==> config.mk <==
export PLATFORM = sky130hd
export DESIGN_NAME = recency_ordered_id_list_core
export DESIGN_NICKNAME = d
export VERILOG_FILES = /design/src/sv/rol_pkg.sv /design/src/sv/rol_ram.sv /design/src/sv/rol_dpath.sv /design/src/sv/rol_ctrl.sv /design/src/sv/recency_ordered_id_list_core.sv
export VERILOG_INCLUDE_DIRS = /design/src /design/src/sv
export SDC_FILE = /design/constraint.sdc
export NUM_CORES = 1
export LEC_CHECK = 0
export BUFFER_PORTS_ARGS = -buffer_cell sky130_fd_sc_hd__buf_2
export CORE_MARGIN = 3
export CORE_UTILIZATION = 45
export CTS_CLUSTER_DIAMETER = 100
export CTS_CLUSTER_SIZE = 25
export DETAILED_ROUTE_END_ITERATION = 12
export SYNTH_ARGS = -nofsm -noshare
export SYNTH_HDL_FRONTEND = slang
export SYNTH_SLANG_ARGS = --single-unit
==> constraint.sdc <==
create_clock -name clk -period 9.2 [get_ports clk]
set_input_delay 0.92 -clock clk [delete_from_list [all_inputs] [get_ports clk]]
set_output_delay 0.92 -clock clk [all_outputs]
set_load 0.03 [all_outputs]
==> src/sv/recency_ordered_id_list_core_macros.svh <==
// Assertion helpers shared by the list core modules.
`ifndef RECENCY_ORDERED_ID_LIST_CORE_MACROS_SVH
`define RECENCY_ORDERED_ID_LIST_CORE_MACROS_SVH

// cond holds at every clock edge outside reset.
`define ROL_ASSERT_ALWAYS(lbl, cond, msg) \
  lbl: assert property (@(posedge clk) disable iff (!rst_n) (cond)) else $error(msg);

// cons holds in the same cycle as ante.
`define ROL_ASSERT_IMP(lbl, ante, cons, msg) \
  lbl: assert property (@(posedge clk) disable iff (!rst_n) (ante) |-> (cons)) else $error(msg);

// cons holds in the cycle after ante.
`define ROL_ASSERT_NXT(lbl, ante, cons, msg) \
  lbl: assert property (@(posedge clk) disable iff (!rst_n) (ante) |=> (cons)) else $error(msg);

`endif

==> src/sv/rol_pkg.sv <==
`default_nettype none

package rol_pkg;

  localparam int DEPTH_DEF    = 16;
  localparam int ID_WIDTH_DEF = 16;
  localparam int ID_FIELD_W   = 16;

  typedef enum logic [1:0] {
    KIND_OPEN   = 2'd0,
    KIND_SWITCH = 2'd1,
    KIND_CLOSE  = 2'd2
  } kind_t;

  typedef enum logic [1:0] {
    ST_OK        = 2'd0,
    ST_NOT_FOUND = 2'd1,
    ST_FULL      = 2'd2,
    ST_EMPTY     = 2'd3
  } status_t;

  typedef enum logic [2:0] {
    S_IDLE,
    S_DECODE,
    S_FETCH,
    S_SCAN,
    S_SHIFT,
    S_DONE
  } state_t;

  typedef enum logic [1:0] {
    RD_LAST2,
    RD_SCAN,
    RD_SHIFT
  } rd_sel_t;

  typedef struct packed {
    logic [1:0]            kind;
    logic [ID_FIELD_W-1:0] window_id;
  } in_item_t;

  typedef struct packed {
    logic [ID_FIELD_W-1:0] current_id;
    logic                  list_empty;
    logic [1:0]            status;
  } out_item_t;

  typedef struct packed {
    logic    load_in;
    logic    do_open;
    logic    set_cur_key;
    logic    pop_last;
    logic    fetch_cur;
    logic    scan_start;
    logic    scan_step;
    logic    shift_start;
    logic    shift_step;
    logic    set_status;
    status_t status;
    rd_sel_t rd_sel;
    logic    out_load;
  } cmd_t;

  typedef struct packed {
    logic [1:0] kind;
    logic       full;
    logic       empty;
    logic       cur_match;
    logic       hit;
    logic       exhausted;
    logic       shift_last;
    logic       out_ready;
  } sts_t;

endpackage

`default_nettype wire

==> src/sv/rol_ram.sv <==
`default_nettype none

module rol_ram #(
  parameter int WIDTH = 16,
  parameter int DEPTH = 16
) (
  input  wire logic                     clk,
  input  wire logic                     we,
  input  wire logic [$clog2(DEPTH)-1:0] waddr,
  input  wire logic [WIDTH-1:0]         wdata,
  input  wire logic [$clog2(DEPTH)-1:0] raddr,
  output logic      [WIDTH-1:0]         rdata
);

  logic [WIDTH-1:0] mem_r [DEPTH];

  always_ff @(posedge clk) begin
    if (we) begin
      mem_r[waddr] <= wdata;
    end
    rdata <= mem_r[raddr];
  end

endmodule

`default_nettype wire

==> src/sv/rol_dpath.sv <==
`default_nettype none

module rol_dpath #(
  parameter int DEPTH    = 16,
  parameter int ID_WIDTH = 16
) (
  input  wire logic              clk,
  input  wire logic              rst_n,
  input  wire rol_pkg::in_item_t in_data,
  input  wire logic              out_stall,
  output logic                   out_valid,
  output rol_pkg::out_item_t     out_data,
  input  wire rol_pkg::cmd_t     cmd,
  output rol_pkg::sts_t          sts
);

  import rol_pkg::*;

  `include "recency_ordered_id_list_core_macros.svh"

  localparam int AW = $clog2(DEPTH);
  localparam int CW = $clog2(DEPTH + 1);

  logic [1:0]          kind_r;
  logic [ID_WIDTH-1:0] key_r;
  logic [ID_WIDTH-1:0] cur_r,   cur_nxt;
  logic [CW-1:0]       count_r, count_nxt;
  logic [CW-1:0]       ptr_r,   ptr_nxt;
  logic                cmp_vld_r, cmp_vld_nxt;
  status_t             status_r;
  logic                out_valid_r, out_valid_nxt;
  out_item_t           out_data_r;

  logic                ram_we;
  logic [AW-1:0]       ram_waddr;
  logic [AW-1:0]       ram_raddr;
  logic [ID_WIDTH-1:0] ram_wdata;
  logic [ID_WIDTH-1:0] ram_rdata;
  logic                list_empty;
  logic                shift_last;

  rol_ram #(
    .WIDTH (ID_WIDTH),
    .DEPTH (DEPTH)
  ) u_store (
    .clk   (clk),
    .we    (ram_we),
    .waddr (ram_waddr),
    .wdata (ram_wdata),
    .raddr (ram_raddr),
    .rdata (ram_rdata)
  );

  assign list_empty = (count_r == '0);
  assign shift_last = ((ptr_r + CW'(1)) == count_r);

  always_comb begin
    case (cmd.rd_sel)
      RD_LAST2: ram_raddr = AW'(count_r - CW'(2));
      RD_SCAN:  ram_raddr = AW'(ptr_r);
      RD_SHIFT: ram_raddr = AW'(ptr_r + CW'(2));
      default:  ram_raddr = AW'(ptr_r);
    endcase
  end

  assign ram_we    = cmd.do_open | cmd.shift_step;
  assign ram_waddr = cmd.do_open ? AW'(count_r) : AW'(ptr_r);
  assign ram_wdata = (cmd.do_open | shift_last) ? key_r : ram_rdata;

  always_comb begin
    count_nxt   = count_r;
    cur_nxt     = cur_r;
    ptr_nxt     = ptr_r;
    cmp_vld_nxt = cmp_vld_r;
    if (cmd.do_open) begin
      count_nxt = count_r + CW'(1);
    end else if (cmd.pop_last) begin
      count_nxt = count_r - CW'(1);
    end
    if (cmd.set_cur_key) begin
      cur_nxt = key_r;
    end else if (cmd.fetch_cur) begin
      cur_nxt = ram_rdata;
    end
    if (cmd.scan_start) begin
      ptr_nxt     = '0;
      cmp_vld_nxt = 1'b0;
    end else if (cmd.scan_step) begin
      cmp_vld_nxt = (ptr_r < count_r);
      if (ptr_r < count_r) begin
        ptr_nxt = ptr_r + CW'(1);
      end
    end else if (cmd.shift_start) begin
      ptr_nxt     = ptr_r - CW'(1);
      cmp_vld_nxt = 1'b0;
    end else if (cmd.shift_step) begin
      ptr_nxt = ptr_r + CW'(1);
    end
    if (cmd.out_load) begin
      out_valid_nxt = 1'b1;
    end else if (!out_stall) begin
      out_valid_nxt = 1'b0;
    end else begin
      out_valid_nxt = out_valid_r;
    end
  end

  always_ff @(posedge clk) begin
    if (!rst_n) begin
      count_r     <= '0;
      cmp_vld_r   <= 1'b0;
      out_valid_r <= 1'b0;
    end else begin
      count_r     <= count_nxt;
      cmp_vld_r   <= cmp_vld_nxt;
      out_valid_r <= out_valid_nxt;
    end
  end

  always_ff @(posedge clk) begin
    cur_r <= cur_nxt;
    ptr_r <= ptr_nxt;
    if (cmd.load_in) begin
      kind_r <= in_data.kind;
      key_r  <= ID_WIDTH'(in_data.window_id);
    end
    if (cmd.set_status) begin
      status_r <= cmd.status;
    end
    if (cmd.out_load) begin
      out_data_r.current_id <= list_empty ? '0 : ID_FIELD_W'(cur_r);
      out_data_r.list_empty <= list_empty;
      out_data_r.status     <= status_r;
    end
  end

  assign out_valid = out_valid_r;
  assign out_data  = out_data_r;

  always_comb begin
    sts.kind       = kind_r;
    sts.full       = (count_r == CW'(DEPTH));
    sts.empty      = list_empty;
    sts.cur_match  = (cur_r == key_r);
    sts.hit        = cmp_vld_r && (ram_rdata == key_r);
    sts.exhausted  = !cmp_vld_r && (ptr_r == count_r);
    sts.shift_last = shift_last;
    sts.out_ready  = !out_valid_r || !out_stall;
  end

  `ROL_ASSERT_ALWAYS(a_count_range, count_r <= CW'(DEPTH), "entry count above depth")
  `ROL_ASSERT_NXT(a_count_hold, !cmd.do_open && !cmd.pop_last, count_r == $past(count_r), "count moved without command")
  `ROL_ASSERT_IMP(a_shift_range, cmd.shift_step, ptr_r < count_r, "shift beyond list end")

endmodule

`default_nettype wire

==> src/sv/rol_ctrl.sv <==
`default_nettype none

module rol_ctrl (
  input  wire logic          clk,
  input  wire logic          rst_n,
  input  wire logic          in_valid,
  output logic               in_stall,
  input  wire rol_pkg::sts_t sts,
  output rol_pkg::cmd_t      cmd
);

  import rol_pkg::*;

  `include "recency_ordered_id_list_core_macros.svh"

  state_t state_r, state_nxt;

  always_ff @(posedge clk) begin
    if (!rst_n) begin
      state_r <= S_IDLE;
    end else begin
      state_r <= state_nxt;
    end
  end

  always_comb begin
    state_nxt = state_r;
    cmd       = '0;
    cmd.rd_sel = RD_SCAN;
    cmd.status = ST_OK;
    in_stall  = 1'b1;
    case (state_r)
      S_IDLE: begin
        in_stall = 1'b0;
        if (in_valid) begin
          cmd.load_in = 1'b1;
          state_nxt   = S_DECODE;
        end
      end
      S_DECODE: begin
        cmd.set_status = 1'b1;
        state_nxt      = S_DONE;
        case (sts.kind)
          KIND_OPEN: begin
            if (sts.full) begin
              cmd.status = ST_FULL;
            end else begin
              cmd.do_open     = 1'b1;
              cmd.set_cur_key = 1'b1;
            end
          end
          KIND_SWITCH: begin
            if (sts.empty) begin
              cmd.status = ST_EMPTY;
            end else if (!sts.cur_match) begin
              cmd.set_status = 1'b0;
              cmd.scan_start = 1'b1;
              state_nxt      = S_SCAN;
            end
          end
          KIND_CLOSE: begin
            if (sts.empty) begin
              cmd.status = ST_EMPTY;
            end else if (sts.cur_match) begin
              cmd.pop_last = 1'b1;
              cmd.rd_sel   = RD_LAST2;
              state_nxt    = S_FETCH;
            end else begin
              cmd.set_status = 1'b0;
              cmd.scan_start = 1'b1;
              state_nxt      = S_SCAN;
            end
          end
          default: begin
            cmd.status = ST_OK;
          end
        endcase
      end
      S_FETCH: begin
        cmd.fetch_cur = 1'b1;
        state_nxt     = S_DONE;
      end
      S_SCAN: begin
        cmd.rd_sel = RD_SCAN;
        if (sts.hit) begin
          cmd.shift_start = 1'b1;
          state_nxt       = S_SHIFT;
        end else if (sts.exhausted) begin
          cmd.set_status = 1'b1;
          cmd.status     = ST_NOT_FOUND;
          state_nxt      = S_DONE;
        end else begin
          cmd.scan_step = 1'b1;
        end
      end
      S_SHIFT: begin
        cmd.rd_sel     = RD_SHIFT;
        cmd.shift_step = 1'b1;
        if (sts.shift_last) begin
          cmd.set_status = 1'b1;
          cmd.status     = ST_OK;
          if (sts.kind == KIND_CLOSE) begin
            cmd.pop_last = 1'b1;
          end else begin
            cmd.set_cur_key = 1'b1;
          end
          state_nxt = S_DONE;
        end
      end
      S_DONE: begin
        if (sts.out_ready) begin
          cmd.out_load = 1'b1;
          state_nxt    = S_IDLE;
        end
      end
      default: begin
        state_nxt = S_IDLE;
      end
    endcase
  end

  `ROL_ASSERT_IMP(a_pop_nonempty, cmd.pop_last, !sts.empty, "removal from empty list")
  `ROL_ASSERT_IMP(a_open_room, cmd.do_open, !sts.full, "append into full list")
  `ROL_ASSERT_NXT(a_load_decode, cmd.load_in, state_r == S_DECODE, "accepted item not decoded")

endmodule

`default_nettype wire

==> src/sv/recency_ordered_id_list_core.sv <==
// Recency-ordered ID list. Holds up to DEPTH IDs, oldest first; the last one is current.
// Input channel in_valid/in_stall/in_data carries one command item (open, switch, close
// plus an ID). Result channel out_valid/out_stall/out_data returns exactly one item per
// command: current ID (zero when empty), empty flag and status.
// One command is in work at a time; the next is taken once the result is registered.
// Open, no-op and error items pass through the decode and done states before out_valid;
// close-current also passes a fetch state (it fetches the new last entry from the store). Switch and close of an
// inner entry scan the store one entry a cycle through its registered read port, then
// move the later entries down one a cycle. An unknown ID ends the scan with not-found status
// once every entry has been read.
// A new command is taken only in the idle state, after the previous result is loaded.
// Reset (rst_n low, synchronous) empties the list at once; there is no clearing pass.
// A stalled result stays in the output register; the block may accept and finish
// the next command meanwhile, and holds that result until the register frees up.
`default_nettype none

module recency_ordered_id_list_core #(
  parameter int DEPTH    = rol_pkg::DEPTH_DEF,
  parameter int ID_WIDTH = rol_pkg::ID_WIDTH_DEF
) (
  input  wire logic               clk,
  input  wire logic               rst_n,
  input  wire logic               in_valid,
  output logic                    in_stall,
  input  wire rol_pkg::in_item_t  in_data,
  output logic                    out_valid,
  input  wire logic               out_stall,
  output rol_pkg::out_item_t      out_data
);

  import rol_pkg::*;

  cmd_t cmd;
  sts_t sts;

  rol_ctrl u_ctrl (
    .clk      (clk),
    .rst_n    (rst_n),
    .in_valid (in_valid),
    .in_stall (in_stall),
    .sts      (sts),
    .cmd      (cmd)
  );

  rol_dpath #(
    .DEPTH    (DEPTH),
    .ID_WIDTH (ID_WIDTH)
  ) u_dpath (
    .clk       (clk),
    .rst_n     (rst_n),
    .in_data   (in_data),
    .out_stall (out_stall),
    .out_valid (out_valid),
    .out_data  (out_data),
    .cmd       (cmd),
    .sts       (sts)
  );

endmodule

`default_nettype wire
==> Yosys cells after proc, flatten, opt, wreduce, memory -nomap -nowiden <==
Memories as Yosys holds them, arrays and structs flattened. A register that Yosys moved wholly into a read port is not among the register bits.
Cells that the tools add are included.
{ "totals": {"register_bits": 70, "latchBits": 0, "mem_bits_rw": 256, "rom_bits": 0, "inputBits": 22, "output_inout_bits": 21, "word_cells": 125, "memories": 1} }
{ "classes": {"n_addsub": 6, "multipliers": 0, "div": 0, "magnitude_cmp": 1, "n_eq_ne": 19, "n_shift": 0, "n_mux": 65, "bitwise": 3, "reduce_logical": 18} }
{ "mem_list": {"columns": ["name", "words", "word_bits", "rd", "rd_ports_with_merged_regs", "wr", "line", "source"], "rows": [
  ["u_dpath.u_store.mem_r", 16, 16, 1, 1, 1, "rol_ram.sv:15", "logic [WIDTH-1:0] mem_r [DEPTH];"]
]} }
{ "op_table": {"columns": ["op", "count"], "rows": [
  ["$mux W16", 3],
  ["$mux W3", 11],
  ["$eq A16 B16 Y1", 2],
  ["$mux W1", 30],
  ["$mux W5", 6],
  ["$pmux W3 S6", 1],
  ["$mux W2", 8],
  ["$pmux W5 S3", 1],
  ["$add A5 B1 Y5 const B", 2],
  ["$eq A5 B5 Y1", 2],
  ["$sub A5 B1 Y5 const B", 2],
  ["$pmux W2 S2", 2],
  ["$pmux W4 S2", 1],
  ["$eq A3 B2 Y1 const B", 2],
  ["$eq A3 B3 Y1 const B", 2],
  ["$ne A2 B1 Y1 const B", 3],
  ["$pmux W3 S2", 1],
  ["$reduce_bool A2 Y1", 3],
  ["$eq A5 B5 Y1 const B", 1],
  ["$logic_not A5 Y1", 1],
  ["$lt A5 B5 Y1", 1],
  ["$add A4 B2 Y4 const B", 1],
  ["$eq A2 B2 Y1 const B", 2],
  ["$logic_not A2 Y1", 2],
  ["16 further kinds", 22]
]} }

==> Longest topological paths before layout <==
{ "logic_depth": {"ltp_word": 7, "depth_mapped": 12, "mapped_depth_nobuf": 11} }

==> Modules after synthesis <==
From an unflattened synthesis, not the netlist that was laid out.
{ "hier_totals": {"hier_cells": 799, "hier_area_um2": 14214.9} }
{ "modules_own_cells": {"columns": ["mod", "instances", "cells_per_inst", "area_per_inst_um2", "seq_area_each_um2"], "rows": [
  ["rol_ram", 1, 432, 10042.1, 8007.7],
  ["rol_dpath", 1, 296, 3672.3, 1891.8],
  ["rol_ctrl", 1, 71, 500.5, 60.1]
]} }

==> Worst setup path before layout <==
OpenSTA, ideal clock, no wires.
{ "synth_path": {"path_kind": "reg2reg", "startpoint": "register u_dpath.ptr_r[1]", "endpoint": "register u_dpath.cur_r[0] (enable)", "setup_ns": 0.367, "t_arrival_ns": 2.708, "required_time_ns": 8.833, "slack_ns": 6.125, "stages_incl_launch_ff": 11, "path_buffers": 1, "period_less_slack_ns": 3.075, "cell_sequence": "dfxtp_1 ha_1 nor3b_1 a21oi_1 a21oi_1 a21oi_1 nor4_1 nand2_1 o21ai_1 buf_2 a21o_1"} }
{ "synth_between": {"elab_chain_len": 5} }
{ "synth_rtl": {"columns": ["element", "line", "source"], "rows": [
  ["from (decl)", "rol_dpath.sv:28", "logic [CW-1:0] ptr_r, ptr_nxt;"],
  ["from (signal assigned)", "rol_dpath.sv:122", "ptr_r <= ptr_nxt;"],
  ["$add A5 B1 Y5", "rol_dpath.sv:55", "assign shift_last = ((ptr_r + CW'(1)) == count_r);"],
  ["$eq A5 B5 Y1", "rol_dpath.sv:55", null],
  ["$mux W2", "rol_ctrl.sv:99", "if (sts.shift_last) begin"],
  ["$pmux W2 S2", "rol_ctrl.sv:32", "case (state_r)"],
  ["$reduce_bool A2 Y1 (no source line)", null, null],
  ["to (signal assigned)", "rol_dpath.sv:121", "cur_r <= cur_nxt;"],
  ["to (decl)", "rol_dpath.sv:26", "logic [ID_WIDTH-1:0] cur_r, cur_nxt;"]
]} }
No other way between the ends.
A chain may end at the register's enable or synchronous reset.

==> Worst setup path after layout <==
{ "layout_path": {"startpoint": "register u_dpath.key_r[7]", "endpoint": "register u_dpath.u_store.rdata[7] (read register of u_dpath.u_store.mem_r)"} }
{ "layout_between": {"elab_chain_len": 7, "word_cells_on_any_way": 8, "classes_between": "eq/ne (2); mux (5); reduce/logical (1)"} }
{ "layout_rtl": {"columns": ["element", "line", "source"], "rows": [
  ["from (decl)", "rol_dpath.sv:25", "logic [ID_WIDTH-1:0] key_r;"],
  ["from (signal assigned)", "rol_dpath.sv:125", "key_r <= ID_WIDTH'(in_data.window_id);"],
  ["$eq A16 B16 Y1 (*)", "rol_dpath.sv:144", "sts.cur_match = (cur_r == key_r);"],
  ["$mux W1 (*)", "rol_ctrl.sv:64", "end else if (sts.cur_match) begin"],
  ["$mux W2 (*)", "rol_ctrl.sv:62", "if (sts.empty) begin"],
  ["$mux W2 (*)", "rol_ctrl.sv:43", "case (sts.kind)"],
  ["$pmux W5 S3 (*)", "rol_ctrl.sv:32", null],
  ["$eq A2 B2 Y1 or $logic_not A2 Y1 (tied branches)", "rol_dpath.sv:58", "case (cmd.rd_sel)"],
  ["$pmux W4 S2 (*)", "rol_dpath.sv:58", null],
  ["to (decl)", "rol_ram.sv:12", "output logic [WIDTH-1:0] rdata"]
]} }
Mark *: on every way between the ends. The rest lies on a longest branch, timed or not.

==> reports/results.tsv <==
stage	metric	value	unit
placed_design	hpwl	18900	um
grt	global_route_wire_length_before_repair	46500	um
finish	sequential_cell_area	0.00996	mm2
synthesis	number_of_enable_type_register_cells_in_the_synthesized_netlist	311	
sta	drv_slew	0	
die	ios	43	
worst_setup_path	required_time_of_the_worst_setup_path	9590	ps
die	design.core.area	0.0309	mm2
sta	min_period_over_period	52.9	%
die	floorplan.initialDensity	46.1	%
clocking	cts-resized-gates	0	
route	detail_route.wl_per_cell	23.1	um
grt	groute.usage.overall	18.3	%
sta	finalClockSkew	21.7	ps
clocking	cts.path.max_buffers	3	
clocking	post-cts-setup-buffer-count	0	
die	dieWidth	184	um
power_and_ir_drop	total_leakage_power	5.30	nW
finish	antennaDiodeCount	0	
route	dr_total_vias	7580	
synthesis	yosysSeqAreaShare	69.9	%
synthesis	asyncSetResetFlopFracSynth	0	%
route	drt-total-wl	31200	um
finish	areaGrowthSynthToFinish	8.09	%
worst_hold_path	hold_start	u_dpath.status_r[0]	
route	firstDrtPassIters	5	
synthesis	postSynthRegisterBits	342	
sta	final_hold_viol_count	0	
synthesis	post_synth_num_cell_types	60	
clocking	clk_pin_slew_worst_paths	100	ps
die	die_area	0.0338	mm2
synthesis	ys_warns	0	
synthesis	mappedNetlistArea	0.0142	mm2
sta	fmax	206	MHz
finish	post_route_cells_drive_above_1_share	15.8	%
sta	max_slew.worst_pin.slew	1170	ps
placed_design	port_buf_inserts	42	
sta	hold_slack	429	ps
clocking	cts_inserted_buffers	17	
power_and_ir_drop	peakVddDrop	0.171	mV
die	fp.dieH	184	um
worst_setup_path	critical-path-top-delay-family	buffers and inverters	
clocking	worst_skew_pair.late_latency	520	ps
worst_setup_path	slowest_delay	990	ps
worst_setup_path	worstSetupPathType	register to register	
worst_setup_path	critical_path_s_most_frequent_cell	sky130_fd_sc_hd__buf_4	
sta	timing.slew.headroom	21.9	%
grt	grt_start_max_net_pins	66	
synthesis	synthCells	903	
finish	final_cell_count_no_fill	1349	
worst_setup_path	cp_endpoint_kind	register	
worst_hold_path	hold_path.class	register to register	
worst_setup_path	cp-startpoint	u_dpath.key_r[7]	
grt	vias_in_the_first_global_route	7351	
run	max-cap-violations	0	
sta	timing.final.setup_violations	0	
worst_setup_path	worst_r2r_startpoint	u_dpath.key_r[7]	
worst_setup_path	crit_path_max_fanout	65	
clocking	clock_tree_from_tritoncts	yes	
worst_setup_path	cp_cell_sequence	xor2_1, nor4_1, nand4_2, o2bb2ai_4, buf_4, buf_4, mux2i_1, o22ai_1, or4_1	
synthesis	synth.net_count	944	
route	route.detailed.drc	0	
placed_design	placed_cell_area	0.0149	mm2
clocking	cts_max_level	1	
finish	multi_input_comb_area	0.00405	mm2
route	remaining_antenna_violation_count_after_routing	0	
worst_setup_path	setup.worst_path.start_class	register	
placed_design	dpl.cell_count	1319	
power_and_ir_drop	power	0.00464	W
status	result_of_the_run	complete, no violations	
synthesis	synthesis.area_per_instance	15.8	um2
placed_design	gpl.final_weighted_congestion	0.785	
grt	antenna_violations_before_repair	0	
finish	nNetsFinal	983	
route	drt_iter0_drc	665	
power_and_ir_drop	power_per_cell_area	301	mW/mm2
sta	rsz0062_at_grt	no	
worst_setup_path	cp_slowest_cell	sky130_fd_sc_hd__buf_4	
worst_setup_path	cp_data_arrival_time	5250	ps
die	num_rows	64	
synthesis	ys.flop_type	sky130_fd_sc_hd__edfxtp_1	
worst_setup_path	path_buf_inv	2	
clocking	root_buffer	sky130_fd_sc_hd__clkbuf_16	
finish	fin_area	0.0154	mm2
grt	grt_overflow	0	
route	vias_per_cell	5.62	
clocking	numClockSinks	342	
clocking	cts.hold.buffers_added	0	
finish	nFillCells	2598	
sta	layout_min_cycle_time	4860	ps
sta	finalSetupTns	0	ps
==> layout by cell type (no fill, tap or decap), types with 13 or more instances in the layout <==
master	count
sky130_fd_sc_hd__xnor2_1	19
sky130_fd_sc_hd__dfxtp_1	31
sky130_fd_sc_hd__edfxtp_1	311
sky130_fd_sc_hd__o22ai_1	60
sky130_fd_sc_hd__buf_4	19
sky130_fd_sc_hd__mux2i_1	128
sky130_fd_sc_hd__inv_1	15
sky130_fd_sc_hd__nor2_2	17
sky130_fd_sc_hd__nor2b_1	20
sky130_fd_sc_hd__nand2_1	23
sky130_fd_sc_hd__xor2_1	29
sky130_fd_sc_hd__ha_1	18
sky130_fd_sc_hd__mux2_2	37
sky130_fd_sc_hd__a21oi_1	13
sky130_fd_sc_hd__buf_2	42
sky130_fd_sc_hd__or4_1	16
sky130_fd_sc_hd__clkbuf_16	17
sky130_fd_sc_hd__nor2_1	29
==> stage by stage <==
stage	util, %	setup WS (ps)
after floorplan	-	6120
after global placement	48.2	4380
after detailed placement	48.2	4340
after CTS	49.8	4290
after global routing	49.8	4110
final	49.8	4340
==> logic make-up after synthesis <==
family | after synthesis | synth area share [%]
fa+ha+maj | 19 | 1.72
compound gates | 109 | 5.16
flops | 342 | 69.9
xor+xnor | 48 | 2.95
buf+inv | 57 | 2.13
mux | 165 | 11.9
simple gates | 163 | 6.21
==> synthesized netlist by cell type (all sizes together), types with 2 or more instances <==
cell	number	area [um2]
edfxtp	311	9340
mux2i	128	1280
o22ai	60	375
nor2	46	175
mux2	37	417
dfxtp	31	621
buf	30	201
xor2	29	254
nand2	26	110
nor2b	20	125
xnor2	19	166
ha	18	225
or4	17	131
inv	15	56.3
a21oi	14	70.1
nand3	13	75.1
clkbuf	11	41.3
nor4	11	68.8
o21ai	8	43.8
a31oi	7	43.8
nor3	7	35.0
and2	4	25.0
a211oi	3	22.5
a21o	3	22.5
and3	3	18.8
nand2b	3	18.8
nand4	3	25.0
nor3b	3	22.5
a22oi	2	15.0
o211ai	2	33.8
o221ai	2	23.8
or2	2	15.0
or3	2	12.5
==> worst reg2reg max path: stages, from the launching register on <==
cell	delay, ps
sky130_fd_sc_hd__edfxtp_1	460
sky130_fd_sc_hd__xor2_1	190
sky130_fd_sc_hd__nor4_1	590
sky130_fd_sc_hd__nand4_2	390
sky130_fd_sc_hd__o2bb2ai_4	230
sky130_fd_sc_hd__buf_4	850
sky130_fd_sc_hd__buf_4	1090
sky130_fd_sc_hd__mux2i_1	290
sky130_fd_sc_hd__o22ai_1	110
sky130_fd_sc_hd__or4_1	560
==> power breakdown <==
group | total, W | internal (W) | switching [W]
Combinational | 0.00157 | 0.000568 | 0.00100
Clock | 0.000821 | 0.000356 | 0.000465
Sequential | 0.00225 | 0.00213 | 0.000124
Total | 0.00464 | 0.00305 | 0.00159
==> sequential cells by signal, indices dropped and copies added (netlist names) <==
name / cells
u_dpath.key_r: 16
u_dpath.count_r: 5
u_dpath.cmp_vld_r: 1
u_dpath.out_valid: 1
u_dpath.u_store.mem_r: 256
u_ctrl.state_r: 3
u_dpath.kind_r: 2
u_dpath.out_data: 19
u_dpath.cur_r: 16
u_dpath.ptr_r: 5
u_dpath.status_r: 2
u_dpath.u_store.rdata: 16
==> path summary, 6_finish.rpt <==
check                             endpoint  slack [ps]  cells after the start
hold / removal         u_dpath.out_data[0]         430                      0
setup / recovery  u_dpath.u_store.rdata[7]        4340                      9
hold reg to reg        u_dpath.out_data[0]         430                      0
setup reg to reg  u_dpath.u_store.rdata[7]        4340                      9
==> final cells by class <==
type	instances	area share [%]
tap	396	3.22
clock buffer	28	3.03
clock inverter	2	0.114
sequential	342	64.7
multi-input combinational	504	26.3
timing repair buffer	61	2.29
inverter	16	0.390
==> routing by layer <==
layer,vias to the layer above,global-route usage [%],part of all wire [%]
li1,3563,-,-
met1,3754,25.4,44
met2,229,31.1,49
met3,34,2.59,5.4
met4,0,4.02,1.9
met5,-,0,0
No activity file was read; power rests on OpenSTA's default activity.
